==> src/sv/rhcc_pkg.sv <==
// Package for the RGB-to-HSV color classifier: widths, label and confidence codes.
// No dependencies; every module of the block imports it.
package rhcc_pkg;

	localparam int CHANNEL_BITS = 8;
	localparam int FULL = (1 << CHANNEL_BITS) - 1;
	// Hue numerator reaches 360*d, which is below 512*2^CHANNEL_BITS.
	localparam int HN_BITS = CHANNEL_BITS + 10;
	// Cross products: 100*channel or hue constant times d.
	localparam int PR_BITS = CHANNEL_BITS + 10;
	localparam int QUEUE_DEPTH = 2;
	localparam int QPTR_BITS = 1;

	typedef logic [3:0] label_t;
	typedef logic [1:0] conf_t;

	localparam label_t LBL_BLACK    = 4'd0;
	localparam label_t LBL_WHITE    = 4'd1;
	localparam label_t LBL_RED      = 4'd2;
	localparam label_t LBL_GREEN    = 4'd3;
	localparam label_t LBL_BLUE     = 4'd4;
	localparam label_t LBL_YELLOW   = 4'd5;
	localparam label_t LBL_LAVENDER = 4'd7;
	localparam label_t LBL_MAGENTA  = 4'd8;
	localparam label_t LBL_GRAY     = 4'd9;
	localparam label_t LBL_NONE     = 4'd10;

	localparam conf_t CONF_UNRELIABLE = 2'd0;
	localparam conf_t CONF_GOOD       = 2'd1;
	localparam conf_t CONF_CERTAIN    = 2'd2;

	// HSV as fractions: value = mx/FULL, sat = d/mx, hue = hn/d (gray: hue is -360).
	typedef struct packed {
		logic [CHANNEL_BITS-1:0] mx;
		logic [CHANNEL_BITS-1:0] d;
		logic [HN_BITS-1:0]      hn;
		logic                    gray;
	} hsv_t;

	typedef struct packed {
		label_t primary;
		label_t second;
		conf_t  conf;
	} result_t;

endpackage

==> src/sv/rhcc_front.sv <==
// Front end: accepts pixels and converts them to exact HSV fractions.
// Depends on rhcc_pkg.
module rhcc_front (
	input  logic                            clk,
	input  logic                            arst_n,
	input  logic                            in_valid,
	output logic                            in_ready,
	input  logic [rhcc_pkg::CHANNEL_BITS-1:0] red,
	input  logic [rhcc_pkg::CHANNEL_BITS-1:0] green,
	input  logic [rhcc_pkg::CHANNEL_BITS-1:0] blue,
	output logic                            hsv_valid,
	input  logic                            hsv_ready,
	output rhcc_pkg::hsv_t                  hsv
);
	import rhcc_pkg::*;

	logic [CHANNEL_BITS-1:0] mx, mn, d;
	logic [HN_BITS-1:0] hn;
	logic valid_s1;
	hsv_t hsv_s1;

	// Max, min and hue numerator per sextant.
	always_comb begin
		mx = red;
		if (green > mx) mx = green;
		if (blue > mx) mx = blue;
		mn = red;
		if (green < mn) mn = green;
		if (blue < mn) mn = blue;
		d = mx - mn;
		if (red == mx) begin
			if (green >= blue)
				hn = HN_BITS'(60 * ({{(HN_BITS-CHANNEL_BITS){1'b0}}, green - blue}));
			else
				hn = HN_BITS'(360 * {{(HN_BITS-CHANNEL_BITS){1'b0}}, d}) -
					HN_BITS'(60 * {{(HN_BITS-CHANNEL_BITS){1'b0}}, blue - green});
		end else if (green == mx) begin
			hn = HN_BITS'(60 * (2 * {{(HN_BITS-CHANNEL_BITS){1'b0}}, d} +
				{{(HN_BITS-CHANNEL_BITS){1'b0}}, blue} - {{(HN_BITS-CHANNEL_BITS){1'b0}}, red}));
		end else begin
			hn = HN_BITS'(60 * (4 * {{(HN_BITS-CHANNEL_BITS){1'b0}}, d} +
				{{(HN_BITS-CHANNEL_BITS){1'b0}}, red} - {{(HN_BITS-CHANNEL_BITS){1'b0}}, green}));
		end
	end

	assign in_ready = !valid_s1 || hsv_ready;

	// Single pipeline register toward the queue.
	always_ff @(posedge clk or negedge arst_n) begin
		if (!arst_n) begin
			valid_s1 <= 1'b0;
		end else if (in_ready) begin
			valid_s1 <= in_valid;
		end
	end

	always_ff @(posedge clk) begin
		if (in_ready && in_valid) begin
			hsv_s1 <= '{mx: mx, d: d, hn: hn, gray: (d == '0)};
		end
	end

	assign hsv_valid = valid_s1;
	assign hsv = hsv_s1;

endmodule

==> src/sv/rhcc_queue.sv <==
// Short queue between the HSV front end and the classifier back end.
// Depends on rhcc_pkg.
module rhcc_queue (
	input  logic           clk,
	input  logic           arst_n,
	input  logic           wr_valid,
	output logic           wr_ready,
	input  rhcc_pkg::hsv_t wr_data,
	output logic           rd_valid,
	input  logic           rd_ready,
	output rhcc_pkg::hsv_t rd_data
);
	import rhcc_pkg::*;

	hsv_t mem_q [QUEUE_DEPTH];
	logic [QPTR_BITS-1:0] wptr_q, rptr_q;
	logic [QPTR_BITS:0] count_q;
	logic push, pop;

	assign wr_ready = (count_q != (QPTR_BITS+1)'(QUEUE_DEPTH));
	assign rd_valid = (count_q != '0);
	assign push = wr_valid && wr_ready;
	assign pop = rd_valid && rd_ready;
	assign rd_data = mem_q[rptr_q];

	// Pointers and fill count.
	always_ff @(posedge clk or negedge arst_n) begin
		if (!arst_n) begin
			wptr_q <= '0;
			rptr_q <= '0;
			count_q <= '0;
		end else begin
			if (push) wptr_q <= wptr_q + 1'b1;
			if (pop) rptr_q <= rptr_q + 1'b1;
			count_q <= count_q + (QPTR_BITS+1)'(push) - (QPTR_BITS+1)'(pop);
		end
	end

	always_ff @(posedge clk) begin
		if (push) mem_q[wptr_q] <= wr_data;
	end

	// The fill count never exceeds the depth.
	assert property (@(posedge clk) disable iff (!arst_n)
		count_q <= (QPTR_BITS+1)'(QUEUE_DEPTH))
		else $error("queue overfilled");
	// A full queue refuses writes.
	assert property (@(posedge clk) disable iff (!arst_n)
		(count_q == (QPTR_BITS+1)'(QUEUE_DEPTH)) |-> !wr_ready)
		else $error("full queue accepts");
	// A write without a read grows the count by one.
	assert property (@(posedge clk) disable iff (!arst_n)
		(push && !pop) |=> (count_q == $past(count_q) + 1'b1))
		else $error("count did not grow");

endmodule

==> src/sv/rhcc_back.sv <==
// Back end: the decision tree on HSV fractions, with a registered result.
// Depends on rhcc_pkg.
module rhcc_back (
	input  logic              clk,
	input  logic              arst_n,
	input  logic              hsv_valid,
	output logic              hsv_ready,
	input  rhcc_pkg::hsv_t    hsv,
	output logic              out_valid,
	input  logic              out_ready,
	output rhcc_pkg::result_t result
);
	import rhcc_pkg::*;

	logic [PR_BITS-1:0] v100, s100, mxp, dd;
	logic [HN_BITS-1:0] hn;
	logic valid_s1;
	result_t res_s1, r;

	assign v100 = PR_BITS'(100 * hsv.mx);
	assign s100 = PR_BITS'(100 * hsv.d);
	assign mxp = PR_BITS'(hsv.mx);
	assign dd = PR_BITS'(hsv.d);
	assign hn = hsv.hn;

	// Value compared with p/100 by cross-multiplying.
	function automatic logic vlt(input logic [PR_BITS-1:0] v, input int p);
		return v < PR_BITS'(p * FULL);
	endfunction
	function automatic logic vgt(input logic [PR_BITS-1:0] v, input int p);
		return v > PR_BITS'(p * FULL);
	endfunction

	// Hue compare; a gray pixel sits at -360, below every threshold.
	function automatic logic hlt(input logic g, input logic [HN_BITS-1:0] h,
		input logic [PR_BITS-1:0] dv, input int c);
		logic [PR_BITS+8:0] b;
		b = (PR_BITS+9)'(c) * (PR_BITS+9)'(dv);
		return g || ((PR_BITS+9)'(h) < b);
	endfunction
	function automatic logic hgt(input logic g, input logic [HN_BITS-1:0] h,
		input logic [PR_BITS-1:0] dv, input int c);
		logic [PR_BITS+8:0] b;
		b = (PR_BITS+9)'(c) * (PR_BITS+9)'(dv);
		return !g && ((PR_BITS+9)'(h) > b);
	endfunction

	// Saturation compares against p*mx; sat of black is 0 since d = 0 there.
	function automatic logic slt(input logic [PR_BITS-1:0] s,
		input logic [PR_BITS-1:0] m, input int p);
		logic [PR_BITS+7:0] b;
		b = (PR_BITS+8)'(p) * (PR_BITS+8)'(m);
		return (m == '0) ? (p > 0) : ((PR_BITS+8)'(s) < b);
	endfunction
	function automatic logic sgt(input logic [PR_BITS-1:0] s,
		input logic [PR_BITS-1:0] m, input int p);
		logic [PR_BITS+7:0] b;
		b = (PR_BITS+8)'(p) * (PR_BITS+8)'(m);
		return (m != '0) && ((PR_BITS+8)'(s) > b);
	endfunction

	// Decision tree.
	always_comb begin
		logic g, done;
		g = hsv.gray;
		done = 1'b0;
		r = '{primary: LBL_NONE, second: LBL_NONE, conf: CONF_CERTAIN};
		if (vlt(v100, 30)) begin
			if (sgt(s100, mxp, 30) && vgt(v100, 20)) begin
				r.second = LBL_BLACK;
				if (sgt(s100, mxp, 60) && !hlt(g, hn, dd, 65) && !hgt(g, hn, dd, 170)) begin
					r.primary = LBL_GREEN;
					done = 1'b1;
				end else if (sgt(s100, mxp, 80)) r.conf = CONF_UNRELIABLE;
				else r.conf = CONF_GOOD;
			end else begin
				r.primary = LBL_BLACK;
				done = 1'b1;
			end
		end else if ((vgt(v100, 80) && slt(s100, mxp, 20)) ||
			(vgt(v100, 70) && slt(s100, mxp, 10)) ||
			(vgt(v100, 60) && slt(s100, mxp, 5))) begin
			r.primary = LBL_WHITE;
			if (sgt(s100, mxp, 10)) begin
				r.conf = CONF_UNRELIABLE;
				r.primary = LBL_NONE;
				r.second = LBL_WHITE;
			end else begin
				if (vlt(v100, 70)) begin
					r.second = LBL_GRAY;
					r.conf = CONF_GOOD;
				end
				done = 1'b1;
			end
		end else if ((vlt(v100, 65) && slt(s100, mxp, 15)) ||
			(vlt(v100, 70) && slt(s100, mxp, 10)) ||
			(vlt(v100, 50) && slt(s100, mxp, 30) && hlt(g, hn, dd, 40) &&
			hgt(g, hn, dd, 10))) begin
			if (vlt(v100, 50)) begin
				r.primary = LBL_BLACK;
				r.conf = CONF_GOOD;
				if (vgt(v100, 40)) r.second = LBL_GRAY;
				done = 1'b1;
			end else if (slt(s100, mxp, 8)) begin
				r.conf = CONF_GOOD;
				r.primary = LBL_WHITE;
				r.second = LBL_GRAY;
				done = 1'b1;
			end else begin
				r.conf = CONF_UNRELIABLE;
				r.second = LBL_GRAY;
			end
		end

		if (!done) begin
			if (hlt(g, hn, dd, 30) || hgt(g, hn, dd, 330)) begin
				if (hgt(g, hn, dd, 10) && !hgt(g, hn, dd, 30) && slt(s100, mxp, 40)) begin
					if (hgt(g, hn, dd, 20)) begin
						r.primary = LBL_YELLOW;
						r.conf = CONF_GOOD;
					end else begin
						r.primary = LBL_RED;
						r.conf = CONF_UNRELIABLE;
					end
					if (vlt(v100, 70)) r.second = LBL_GRAY;
				end else begin
					r.primary = LBL_RED;
					if (((slt(s100, mxp, 30) && vlt(v100, 60)) ||
						(slt(s100, mxp, 40) && vlt(v100, 35))) && r.conf == CONF_CERTAIN)
						r.conf = CONF_GOOD;
				end
			end else if (hgt(g, hn, dd, 80) && hlt(g, hn, dd, 170)) begin
				r.primary = LBL_GREEN;
				if (slt(s100, mxp, 20) && r.conf == CONF_CERTAIN) r.conf = CONF_GOOD;
				if (hgt(g, hn, dd, 160) && (slt(s100, mxp, 60) || vgt(v100, 60))) begin
					r.conf = CONF_UNRELIABLE;
					r.second = LBL_BLUE;
				end
			end else if (hgt(g, hn, dd, 185) && hlt(g, hn, dd, 270)) begin
				if (slt(s100, mxp, 30)) begin
					if (r.conf == CONF_CERTAIN) r.conf = CONF_GOOD;
					if (vgt(v100, 75)) begin
						r.primary = LBL_WHITE;
						r.second = LBL_BLUE;
					end else begin
						r.primary = LBL_BLUE;
						r.second = vlt(v100, 60) ? LBL_GRAY : LBL_WHITE;
					end
				end else begin
					r.primary = LBL_BLUE;
				end
			end else begin
				if (slt(s100, mxp, 50)) r.conf = CONF_UNRELIABLE;
				if (!hlt(g, hn, dd, 30) && !hgt(g, hn, dd, 80)) begin
					r.primary = (!hlt(g, hn, dd, 70) && !vgt(v100, 70)) ? LBL_GREEN : LBL_YELLOW;
				end else begin
					if (r.conf == CONF_CERTAIN) r.conf = CONF_GOOD;
					if (!hlt(g, hn, dd, 150) && !hgt(g, hn, dd, 185)) begin
						if (!hlt(g, hn, dd, 180)) r.primary = LBL_BLUE;
						else if (hlt(g, hn, dd, 170)) begin
							r.primary = LBL_GREEN;
							r.second = LBL_BLUE;
						end else begin
							r.primary = LBL_BLUE;
							r.second = LBL_GREEN;
						end
					end else if (!hlt(g, hn, dd, 270) && !hgt(g, hn, dd, 330)) begin
						if (hlt(g, hn, dd, 280)) begin
							r.primary = LBL_BLUE;
							if (r.second == LBL_NONE) r.second = LBL_LAVENDER;
						end else begin
							r.primary = LBL_RED;
							if (r.second == LBL_NONE) r.second = LBL_MAGENTA;
						end
					end
				end
			end
		end
	end

	assign hsv_ready = !valid_s1 || out_ready;

	// Output register.
	always_ff @(posedge clk or negedge arst_n) begin
		if (!arst_n) begin
			valid_s1 <= 1'b0;
		end else if (hsv_ready) begin
			valid_s1 <= hsv_valid;
		end
	end

	always_ff @(posedge clk) begin
		if (hsv_ready && hsv_valid) res_s1 <= r;
	end

	assign out_valid = valid_s1;
	assign result = res_s1;

endmodule

==> src/sv/rgb_hsv_color_classifier_unit.sv <==
// RGB pixel color classifier: HSV front end, two-entry queue, decision-tree back end.
// Registers from acceptance to result: front-end register, queue entry, back-end output register.
// Throughput: one pixel per cycle while m_tready is high; a low m_tready stalls the pipeline.
// Reset: arst_n clears all valid flags, queue pointers and the fill count; data registers are not reset.
// Depends on rhcc_pkg, rhcc_front, rhcc_queue and rhcc_back.
module rgb_hsv_color_classifier_unit (
	input  logic        clk,
	input  logic        arst_n,
	input  logic        s_tvalid,
	output logic        s_tready,
	input  logic [23:0] s_tdata,  // red_level[7:0], green_level[15:8], blue_level[23:16]
	output logic        m_tvalid,
	input  logic        m_tready,
	output logic [15:0] m_tdata   // primary_label[3:0], second_label[7:4], confidence[9:8]
);
	import rhcc_pkg::*;

	logic f_valid, f_ready, q_valid, q_ready;
	hsv_t f_hsv, q_hsv;
	result_t res;

	rhcc_front u_front (
		.clk(clk), .arst_n(arst_n), .in_valid(s_tvalid), .in_ready(s_tready),
		.red(s_tdata[7:0]), .green(s_tdata[15:8]), .blue(s_tdata[23:16]),
		.hsv_valid(f_valid), .hsv_ready(f_ready), .hsv(f_hsv)
	);

	rhcc_queue u_queue (
		.clk(clk), .arst_n(arst_n), .wr_valid(f_valid), .wr_ready(f_ready),
		.wr_data(f_hsv), .rd_valid(q_valid), .rd_ready(q_ready), .rd_data(q_hsv)
	);

	rhcc_back u_back (
		.clk(clk), .arst_n(arst_n), .hsv_valid(q_valid), .hsv_ready(q_ready),
		.hsv(q_hsv), .out_valid(m_tvalid), .out_ready(m_tready), .result(res)
	);

	assign m_tdata = {6'd0, res.conf, res.second, res.primary};

endmodule

==> config.mk <==
export PLATFORM = sky130hd
export DESIGN_NAME = rgb_hsv_color_classifier_unit
export DESIGN_NICKNAME = d
export VERILOG_FILES = /design/src/sv/rhcc_pkg.sv /design/src/sv/rhcc_front.sv /design/src/sv/rhcc_queue.sv /design/src/sv/rhcc_back.sv /design/src/sv/rgb_hsv_color_classifier_unit.sv
export SDC_FILE = /design/constraint.sdc
export NUM_CORES = 1
export LEC_CHECK = 0
export ABC_AREA = 1
export BUFFER_PORTS_ARGS = -buffer_cell sky130_fd_sc_hd__buf_2
export CORE_ASPECT_RATIO = 0.7
export CORE_MARGIN = 5
export CORE_UTILIZATION = 53
export DETAILED_ROUTE_END_ITERATION = 8
export PLACE_DENSITY = 0.66
export SYNTH_ARGS = -nofsm -noshare
export SYNTH_HDL_FRONTEND = slang
export SYNTH_SLANG_ARGS = --single-unit
==> constraint.sdc <==
create_clock -name clk -period 12.96 [get_ports clk]
set_clock_uncertainty 0.1 [all_clocks]
set_input_delay 0 -clock clk [delete_from_list [all_inputs] [get_ports clk]]
set_output_delay 0 -clock clk [all_outputs]
set_load 0.05 [all_outputs]
Yosys cells after proc, flatten, opt, wreduce, memory -nomap -nowiden
Memory sizes are Yosys's and may differ from the RTL's.
Cells that the tools add are included.

operators by class
  reduce and logical (&&, ||, !) cells = 75
  $lt $le $gt $ge = 47
  add/subtract/negate cells = 12
  divide/modulo/power cells = 0
  mux-type cells = 76
  multiply operators = 31
  shift operators = 0
  equality and inequality tests = 6
  bitwise gates (word level) = 0

operator list
  operator                                               number
  multiplier 3 x 8 -> 11 bit (first input constant)      10
  2-to-1 mux 10 bit                                      8
  > comparator 18 x 26 -> 1 bit                          3
  < comparator 18 x 26 -> 1 bit                          3
  < comparator 15 x 24 -> 1 bit                          3
  multiplier 4 x 8 -> 12 bit (first input constant)      6
  multiplier 4 x 32 -> 16 bit (first input constant)     2
  subtractor 32 x 8 -> 32 bit                            2
  multiplier 6 x 8 -> 14 bit (first input constant)      4
  < comparator 18 x 27 -> 1 bit                          2
  2-to-1 mux 18 bit                                      3
  < comparator 18 x 25 -> 1 bit                          2
  multiplier 8 x 8 -> 16 bit (first input constant)      3
  2-to-1 mux 4 bit                                       12
  2-to-1 mux 8 bit                                       6
  > comparator 18 x 23 -> 1 bit                          2
  < comparator 15 x 23 -> 1 bit                          2
  > comparator 15 bit (second input constant)            3
  < comparator 15 x 14 -> 1 bit (second input constant)  3
  multiplier 7 x 8 -> 15 bit (first input constant)      3
  < comparator 15 x 22 -> 1 bit                          2
  logical AND 1 bit                                      39
  multiplier 5 x 8 -> 13 bit (first input constant)      3
  > comparator 15 x 14 -> 1 bit (second input constant)  2
  other kinds (39)                                       119

word-level totals
  register bits = 51
  memories kept = 1
  bits in writable memories = 70
  bits of input ports = 28
  latch bits = 0
  ROM bits = 0
  word-level logic and storage cells = 260
  output and inout port bits = 18

memories
  memory         depth  bits a word  rd ports  clocked after Yosys merged registers in  wr ports  line              RTL
  u_queue.mem_q  2      35           1         0                                        1         rhcc_queue.sv:15  hsv_t mem_q [QUEUE_DEPTH];

Logic depth before layout (Yosys ltp)
Gate-level depths: netlist of the first run.
An unclocked memory read counts as a cell.

  depth in word-level cells = 23
  mapped depth = 66
  gate-level depth less buffers = 64

Modules after synthesis
From an unflattened synthesis of the first run, not the netlist that was laid out.

unflattened totals
  cells, all modules = 3739
  area total of the unflattened synthesis = 29391.9 um^2

by module, submodules not included
  module                         cells each  instances  seq. area each (um^2)  area each (um^2)
  rhcc_back                      2262        1          325.3                  16946.3
  rhcc_front                     1256        1          1016.0                 9590.4
  rhcc_queue                     214         1          2202.1                 2806.4
  rgb_hsv_color_classifier_unit  7           1          0.0                    48.8

Least setup slack after synthesis of the first run
No wires, ideal clock.

  path type = input -> register
  start point = in s_tdata[1]
  end point = reg u_front.hsv_s1, in the netlist u_front.hsv[18], data pin
  library setup time = 0.265 ns
  cell stages on the path = 59
  arrival time = 8.000 ns
  buffers on the path = 2
  path slack = 4.595 ns
  cells stage by stage = inv_1 -> ha_1 -> nand2_1 -> nand2_1 -> nand2_1 -> nand2_1 -> nand2_1 -> nand2_2 -> nand2_2 -> clkbuf_1 -> nand2_1 -> o21ai_0 -> inv_1 -> ha_1 -> a21oi_1 -> nor2_1 -> a211oi_1 -> nand2_4 -> (+23 left out) -> inv_1 -> nor2_1 -> nor2_1 -> o21ai_0 -> inv_1 -> nor2_1 -> nor2_1 -> o21bai_1 -> nand3_1 -> nand2_1 -> nand2_1 -> nand2_1 -> a21oi_1 -> xor2_1 -> nand2_1 -> o21ai_0 -> nand2_1 -> o41ai_1

on the way
  longest elaborated chain between the ends = 10
  elaborated cells between the ends (all ways) = 22

ends and longest elaborated chain
  element                                                                 line                                 RTL
  start: declaration                                                      rgb_hsv_color_classifier_unit.sv:11  input logic [23:0] s_tdata,
  > comparator 8 bit                                                      rhcc_front.sv:25                     if (green > mx) mx = green;
  2-to-1 mux 8 bit (*)                                                    rhcc_front.sv:25
  > comparator 8 bit                                                      rhcc_front.sv:26                     if (blue > mx) mx = blue;
  2-to-1 mux 8 bit (*)                                                    rhcc_front.sv:26
  net u_front.mx[0]                                                       rhcc_front.sv:17                     logic [CHANNEL_BITS-1:0] mx, mn, d;
  subtractor 8 bit (*)                                                    rhcc_front.sv:30                     d = mx - mn;
  net u_front.d[2]                                                        rhcc_front.sv:17
  adder 10 x 8 -> 11 bit / adder 9 x 8 -> 10 bit (equally long branches)  rhcc_front.sv:41, rhcc_front.sv:38
  subtractor 32 x 8 -> 32 bit (on tied branches)                          rhcc_front.sv:42, rhcc_front.sv:39
  multiplier 4 x 32 -> 16 bit (on tied branches)                          rhcc_front.sv:41, rhcc_front.sv:38
  2-to-1 mux 18 bit                                                       rhcc_front.sv:37                     end else if (green == mx) begin
  2-to-1 mux 18 bit (*)                                                   rhcc_front.sv:31                     if (red == mx) begin
  net u_front.hn[17]                                                      rhcc_front.sv:18                     logic [HN_BITS-1:0] hn;
  end signal: assignment                                                  rhcc_front.sv:59                     hsv_s1 <= '{mx: mx, d: d, hn: hn, gray: (d == '0)};
  end: declaration                                                        rhcc_front.sv:20                     hsv_t hsv_s1;

The timed path passes the listed nets; every way through them passes the cells marked *.
A chain may end at the register's enable or synchronous reset.

Worst setup path in the final report of the first run
Same ends and word-level chain as after synthesis.

==> flow_metrics.py, run 1 <==
metrics = {
    "routing": {
        "dr.pass1.iters": 5,
        "drtIter0Drc": 2227,
        "vias": 24385,
        "wl_per_cell_um": 18.3,
        "ant_nets": 0,
        "viasPerCell": 5.49,
        "wl_um": 81500,
        "drc": 0,
    },
    "placed_design": {
        "io_buffers": 39,
        "hpwlAfterDp_um": 67800,
        "post-place-ws_ns": 2.83,
        "routabilityCongestion": 0.957,
    },
    "sta": {
        "tns_ns": 0,
        "tightest_slew_ns": 1.18,
        "hold_viol": 0,
        "setup_viol_count_final": 0,
        "clock.fmax_mhz": 100,
        "period_share": 0.769,
        "max_slew_margin": 0.212,
        "grt_setup_unrepaired": "no",
        "drv_slew": 0,
        "worst_slack_ns": 2.99,
        "fin_crit_ns": 9.97,
    },
    "setup_path": {
        "slowest_stage": "xnor2_1",
        "r2r_start": "u_queue.rptr_q",
        "startpoint_type": "input port",
        "path_delay_family": "adder cells",
        "timing.critical_path.mode_cell": "nand2_1",
        "crit_fanout": 20,
        "critical_path_class": "input port to flip-flop",
        "crit_start": "s_tdata[1]",
        "required_ns": 13.03,
        "crit_arrival_ns": 10.04,
        "cp_num_buf_inv": 8,
        "cp_slowest_stage_delay_ns": 0.82,
        "endpoint_kind": "flip-flop",
    },
    "synthesis": {
        "ys_top_cells_by_count": "ha_1 (719), inv_1 (683), nand2_1 (525)",
        "yosys_register_bits": 115,
        "yosysSeqAreaShare": 0.119,
        "synth_edf_count": 109,
        "synthArstFlopShare": 0.0522,
        "yosysTopAreaCellShare": 0.312,
        "yosysUniqueCellTypes": 66,
        "ys_warn_count": 0,
        "synth.most_common_cell": "ha_1",
        "synth_area_per_cell_um2": 7.93,
        "synth_area_leaders": "ha_1 (31%), fa_1 (12%), edfxtp_1 (11%)",
        "syn_area_um2": 28800,
        "synthCells": 3633,
        "post-synth-top-area-cell": "ha_1",
        "synth_flop_cell": "edfxtp_1",
    },
    "clock_network": {
        "cts-htree-levels": 4,
        "clockRootBuffer": "clkbuf_16",
        "cts_setup_buffers": 0,
        "cts.sinks": 115,
        "cts.path.max_buffers": 2,
        "cts_tree": "yes",
        "cts_inserted_buffers": 17,
        "clk_pin_slew_ns": 0.06,
        "insertion_delay_ns": 0.44,
    },
    "global_route": {
        "grt_remaining_overflow": 0,
        "grt_pass1_vias": 22903,
        "grtUsageTotal": 0.278,
        "antenna_found_initial": 4,
        "grt_pass1_wl_um": 129000,
        "grt_max_degree": 36,
    },
    "final_layout": {
        "nets": 4623,
        "antenna_cells": 0,
        "area_growth_pct": 6.33,
        "multi_input_area_um2": 22600,
        "seq_area_um2": 3420,
        "drive_gt1_frac": 0.0509,
        "fill_cells": 4986,
    },
    "hold_path": {
        "holdCritStartpoint": "s_tdata[23]",
        "hold_class": "input port to flip-flop",
    },
    "floorplan": {
        "die_area_um2": 59200,
        "core-area_um2": 53700,
        "die_h_um": 205,
        "die_w_um": 289,
        "rows": 71,
        "initial_core_util": 0.536,
        "io_pins": 46,
    },
    "outcome": {
        "status": "completed",
    },
    "run": {
        "maxCapViolCount": 0,
    },
}
==> state kept, by name, summed over array words and instances (netlist names) <==
name / cells
u_queue.mem_q: 66
u_front.hsv: 33
u_back.result: 10
u_queue.count_q: 2
u_back.out_valid: 1
u_front.hsv_valid: 1
u_queue.rptr_q: 1
u_queue.wptr_q: 1
==> worst register-to-register path, delay by kind of cell, from the launching register on <==
| kind | cells | cell delay (ns) |
|---|---|---|
| xor gates and xnor gates | 1 | 0.26 |
| buffers and inverters | 5 | 1.27 |
| adders and majority gates | 6 | 2.51 |
| DFF | 1 | 0.38 |
| and+or+nand+nor | 9 | 1.58 |
| AOI/OAI and AO/OA | 12 | 2.72 |
==> routing by layer <==
metal  GRT usage  vias to the layer above  part of all wire
li1            -                    12274                 -
met1       0.456                    11158              0.52
met2       0.374                      894              0.37
met3      0.0618                       55              0.10
met4      0.0374                        4             0.011
met5           0                        -           0.00033
==> stage by stage <==
step,hold WS (ns),cells,utilization,instance area [um2]
after floorplan,-0.396,3638,-,28800
after global placement,-0.259,4407,0.559,30000
after detailed placement,-0.261,4407,0.559,30000
after CTS,0.0870,4443,0.570,30600
after global routing,0.107,4443,0.570,30600
final,0.111,4443,0.570,30600
==> cell families after synthesis <==
group | after synthesis | share of synthesized area
compound gates | 679 | 0.135
xor+xnor | 203 | 0.0617
fa+ha+maj | 895 | 0.435
buf+inv | 726 | 0.0962
flops | 115 | 0.119
other cells | 1 | 0.000130
simple gates | 1014 | 0.154
==> cell usage in the layout, fill, tap and decap left out, types with 7 or more instances in the layout <==
master and instances:
o221ai_1 7, fa_1 176, o31ai_1 7, o21bai_1 42, o21ai_1 10, nor2_1 196
a31oi_1 22, nor4_1 9, inv_6 7, a211oi_1 15, clkbuf_16 17, xor2_1 141
nand3_1 137, nand4_1 35, edfxtp_1 109, o21ai_0 165, a21oi_1 325, nand2_1 525
nand3b_1 8, or2_2 27, nor3_1 22, a21o_1 19, ha_1 719, buf_4 30
buf_2 39, xnor2_1 62, o21a_1 9, nand2_2 18, inv_2 13, o211ai_1 13
inv_1 683
==> area by class of cell <==
class | count | area share
inverter | 696 | 0.0853
clock buffer | 17 | 0.0139
multi-input combinational | 2797 | 0.739
clock inverter | 15 | 0.00470
sequential | 115 | 0.112
tap | 730 | 0.0298
timing repair buffer | 73 | 0.0150
==> worst paths after layout <==
check	endpoint	slack, ns	cells past startpoint
worst min register to register	u_queue.mem_q[0][12]	0.34	0
max in group asynchronous	u_queue.rptr_q	12.11	3
worst max register to register	u_back.result[0]	3.87	33
worst min-delay path	u_front.hsv[34]	0.11	3
min in group asynchronous	u_back.out_valid	0.42	3
worst max-delay path	u_front.hsv[18]	2.99	55
==> what timing repair did <==
action | 4_1_cts | 5_1_grt
resized for setup | 0 | 0
hold buffers | 4 | 0
setup endpoints to repair | 0 | 0
hold endpoints to repair | 8 | 0
Power of run 1 is not shown: default switching activity piles up to over one toggle a cycle in this logic, so the estimate is an artifact.
==> inputs of run 2 (changes only) <==
--- a/config.mk
+++ b/config.mk
@@ -5,7 +5,7 @@
 export SDC_FILE = /design/constraint.sdc
 export NUM_CORES = 1
 export LEC_CHECK = 0
-export ABC_AREA = 1
+export ABC_AREA = 0
 export BUFFER_PORTS_ARGS = -buffer_cell sky130_fd_sc_hd__buf_2
 export CORE_ASPECT_RATIO = 0.7
 export CORE_MARGIN = 5
==> constraint.sdc (replaced) <==
create_clock -name clk -period 9.5 [get_ports clk]
set_clock_uncertainty 0.1 [all_clocks]
set_input_delay 0 -clock clk [delete_from_list [all_inputs] [get_ports clk]]
set_output_delay 0 -clock clk [all_outputs]
set_load 0.05 [all_outputs]
==> run 2 against run 1 <==
Net effect: sequential share of layout area shrank 0.40 points; utilization is 1.8 points higher; sequential cell count unchanged.
==> flow_metrics.py, run 2 <==
metrics = {
    "placed_design": {
        "dpl_cell_area_um2": 31000,
        "routabilityCongestion": 0.986,
        "io_buffers": 39,
        "dpl.cell_count": 4096,
        "hpwlAfterDp_um": 78500,
    },
    "setup_path": {
        "slowest_stage": "o311ai_1",
        "endpoint_kind": "flip-flop",
        "critical_path_class": "input port to flip-flop",
        "startpoint_type": "input port",
        "crit_arrival_ns": 9.11,
        "crit_fanout": 11,
        "ff2ff_setup_slack_ns": 0.68,
        "timing.critical_path.mode_cell": "ha_1",
        "required_ns": 9.57,
        "cp_slowest_stage_delay_ns": 0.73,
    },
    "floorplan": {
        "rows": 71,
        "die_area_um2": 59700,
        "io_pins": 46,
        "die_h_um": 206,
        "core-area_um2": 54000,
        "die_w_um": 290,
        "initial_core_util": 0.538,
    },
    "synthesis": {
        "synth.most_common_cell": "ha_1",
        "yosys.area_share.simple": 0.0908,
        "ys_top_cells_by_count": "ha_1 (719), inv_1 (526), a21oi_1 (254)",
        "post-synth-top-area-cell": "ha_1",
        "synth-adder-area-share": 0.432,
        "synth_area_leaders": "ha_1 (31%), fa_1 (12%), edfxtp_1 (11%)",
        "synth_edf_count": 109,
        "yosys_register_bits": 115,
        "syn_area_um2": 29100,
        "yosysSeqAreaShare": 0.118,
        "synth_area_per_cell_um2": 9.02,
        "synth_xor_area_frac": 0.0751,
        "synthArstFlopShare": 0.0522,
        "yosysTopAreaCellShare": 0.310,
        "ys_warn_count": 0,
        "synthCells": 3221,
        "synth_top_family_by_area": "adder cells",
        "yosysUniqueCellTypes": 98,
        "synth_compound_area_frac": 0.186,
        "synth_flop_cell": "edfxtp_1",
        "synthMuxAreaShare": 0.0233,
    },
    "clock_network": {
        "cts-htree-levels": 4,
        "cts.path.max_buffers": 2,
        "cts_inserted_buffers": 17,
        "cts_tree": "yes",
        "clk_pin_slew_ns": 0.06,
        "insertion_delay_ns": 0.43,
        "cts.sinks": 115,
        "clockRootBuffer": "clkbuf_16",
    },
    "final_layout": {
        "stdcell_count": 4134,
        "nets": 4314,
        "final_cell_mix": "ha_1 (719), inv_1 (526), a21oi_1 (239), fa_1 (176), xnor2_1 (161)",
        "final_common_cell": "ha_1",
        "regMostFlops": "u_queue.mem_q",
        "largest_register_ffs": 66,
        "utilization": 0.588,
        "antenna_cells": 0,
        "area_growth_pct": 9.35,
        "fin_area_um2": 31800,
        "drive_gt1_frac": 0.0896,
    },
    "sta": {
        "clock.fmax_mhz": 111,
        "drv_slew": 0,
        "period_share": 0.952,
        "fin_crit_ns": 9.04,
        "tightest_slew_ns": 1.23,
        "setup_viol_count_final": 0,
        "max_slew_margin": 0.174,
        "hold_viol": 0,
    },
    "routing": {
        "wl_per_cell_um": 22.5,
        "vias": 24610,
        "dr.pass1.iters": 7,
        "wl_um": 93000,
        "viasPerCell": 5.95,
        "drc": 0,
        "ant_nets": 0,
        "drtIter0Drc": 2425,
    },
    "global_route": {
        "grtUsageTotal": 0.308,
        "grt_pass1_vias": 24549,
        "grt_max_degree": 35,
        "grt_pass1_wl_um": 142000,
        "grt_remaining_overflow": 0,
        "antenna_found_initial": 1,
    },
    "run": {
        "maxCapViolCount": 0,
    },
    "outcome": {
        "status": "completed",
    },
    "hold_path": {
        "hold_class": "input port to flip-flop",
    },
}
-- run 2: cell count changes after synthesis, moves of 72 or more --
cell	before	now
nand2_1	525	100
inv_1	683	526
a21o_1	19	124
xnor2_1	62	165
nor2_1	198	106
nand3_1	137	54
a21oi_1	326	254
-- run 2: cell type report --
| class | count | area [um2] |
|---|---|---|
| clock buffer | 17 | 425 |
| multi-input combinational | 2546 | 23600 |
| fill | 4921 | 22200 |
| inverter | 531 | 1990 |
| timing repair buffer | 180 | 1270 |
| tap | 730 | 913 |
| sequential | 115 | 3420 |
| clock inverter | 15 | 139 |
-- run 2: timing repair --
item,CTS,global route
hold buffers,4,0
buffers inserted,0,2
setup endpoints to repair,0,6
gates resized for setup,0,29
hold endpoints to repair,8,0
-- run 2: stage by stage --
step	setup TNS (ns)	setup slack [ns]	hold slack, ns
2_1_floorplan	0	0.160	-0.396
3_3_place_gp	0	0.182	-0.266
3_5_place_dp	-0.208	-0.144	-0.261
4_1_cts	0	0.250	0.0667
5_1_grt	-0.0741	-0.0613	0.0829
6_report	0	0.459	0.0740
-- run 2: worst max-delay path, delay by kind of cell --
kind / cells / cell delay [ns]
muxes: 1 / 0.22
and+or+nand+nor: 7 / 1.32
buffers and inverters: 9 / 1.12
adders and majority gates: 6 / 2.05
xor gates and xnor gates: 3 / 0.97
AOI/OAI and AO/OA: 15 / 3.40
-- run 2: worst paths after layout --
path | from | to | cells after the start
worst max-delay path | s_tdata[1] | u_front.hsv[18] | 41
worst min-delay path | s_tdata[16] | u_front.hsv[27] | 4
worst max register to register | u_queue.rptr_q | u_back.result[0] | 27
worst min register to register | u_front.hsv[32] | u_queue.mem_q[0][32] | 0
max in group asynchronous | arst_n | u_queue.rptr_q | 3
min in group asynchronous | arst_n | u_queue.count_q[0] | 3
-- run 2: metal layers --
layer	part of all wire	wire length, um	global-route usage	vias to the layer above
li1	-	-	-	11672
met1	0.49	45200	0.466	11769
met2	0.37	34600	0.419	1052
met3	0.12	11600	0.112	115
met4	0.017	1620	0.0590	2
met5	0.00014	13	0	-
-- run 2: cell families after synthesis --
| kind of cell | count (synthesis) |
|---|---|
| AND/OR/NAND/NOR | 501 |
| buffers and inverters | 565 |
| multiplexers | 65 |
| flip-flops | 115 |
| other | 1 |
| AO/OA/AOI/OAI | 834 |
| adder cells (fa/ha/maj) | 898 |
| XOR/XNOR | 242 |
Power of run 2 is left out for the same reason.
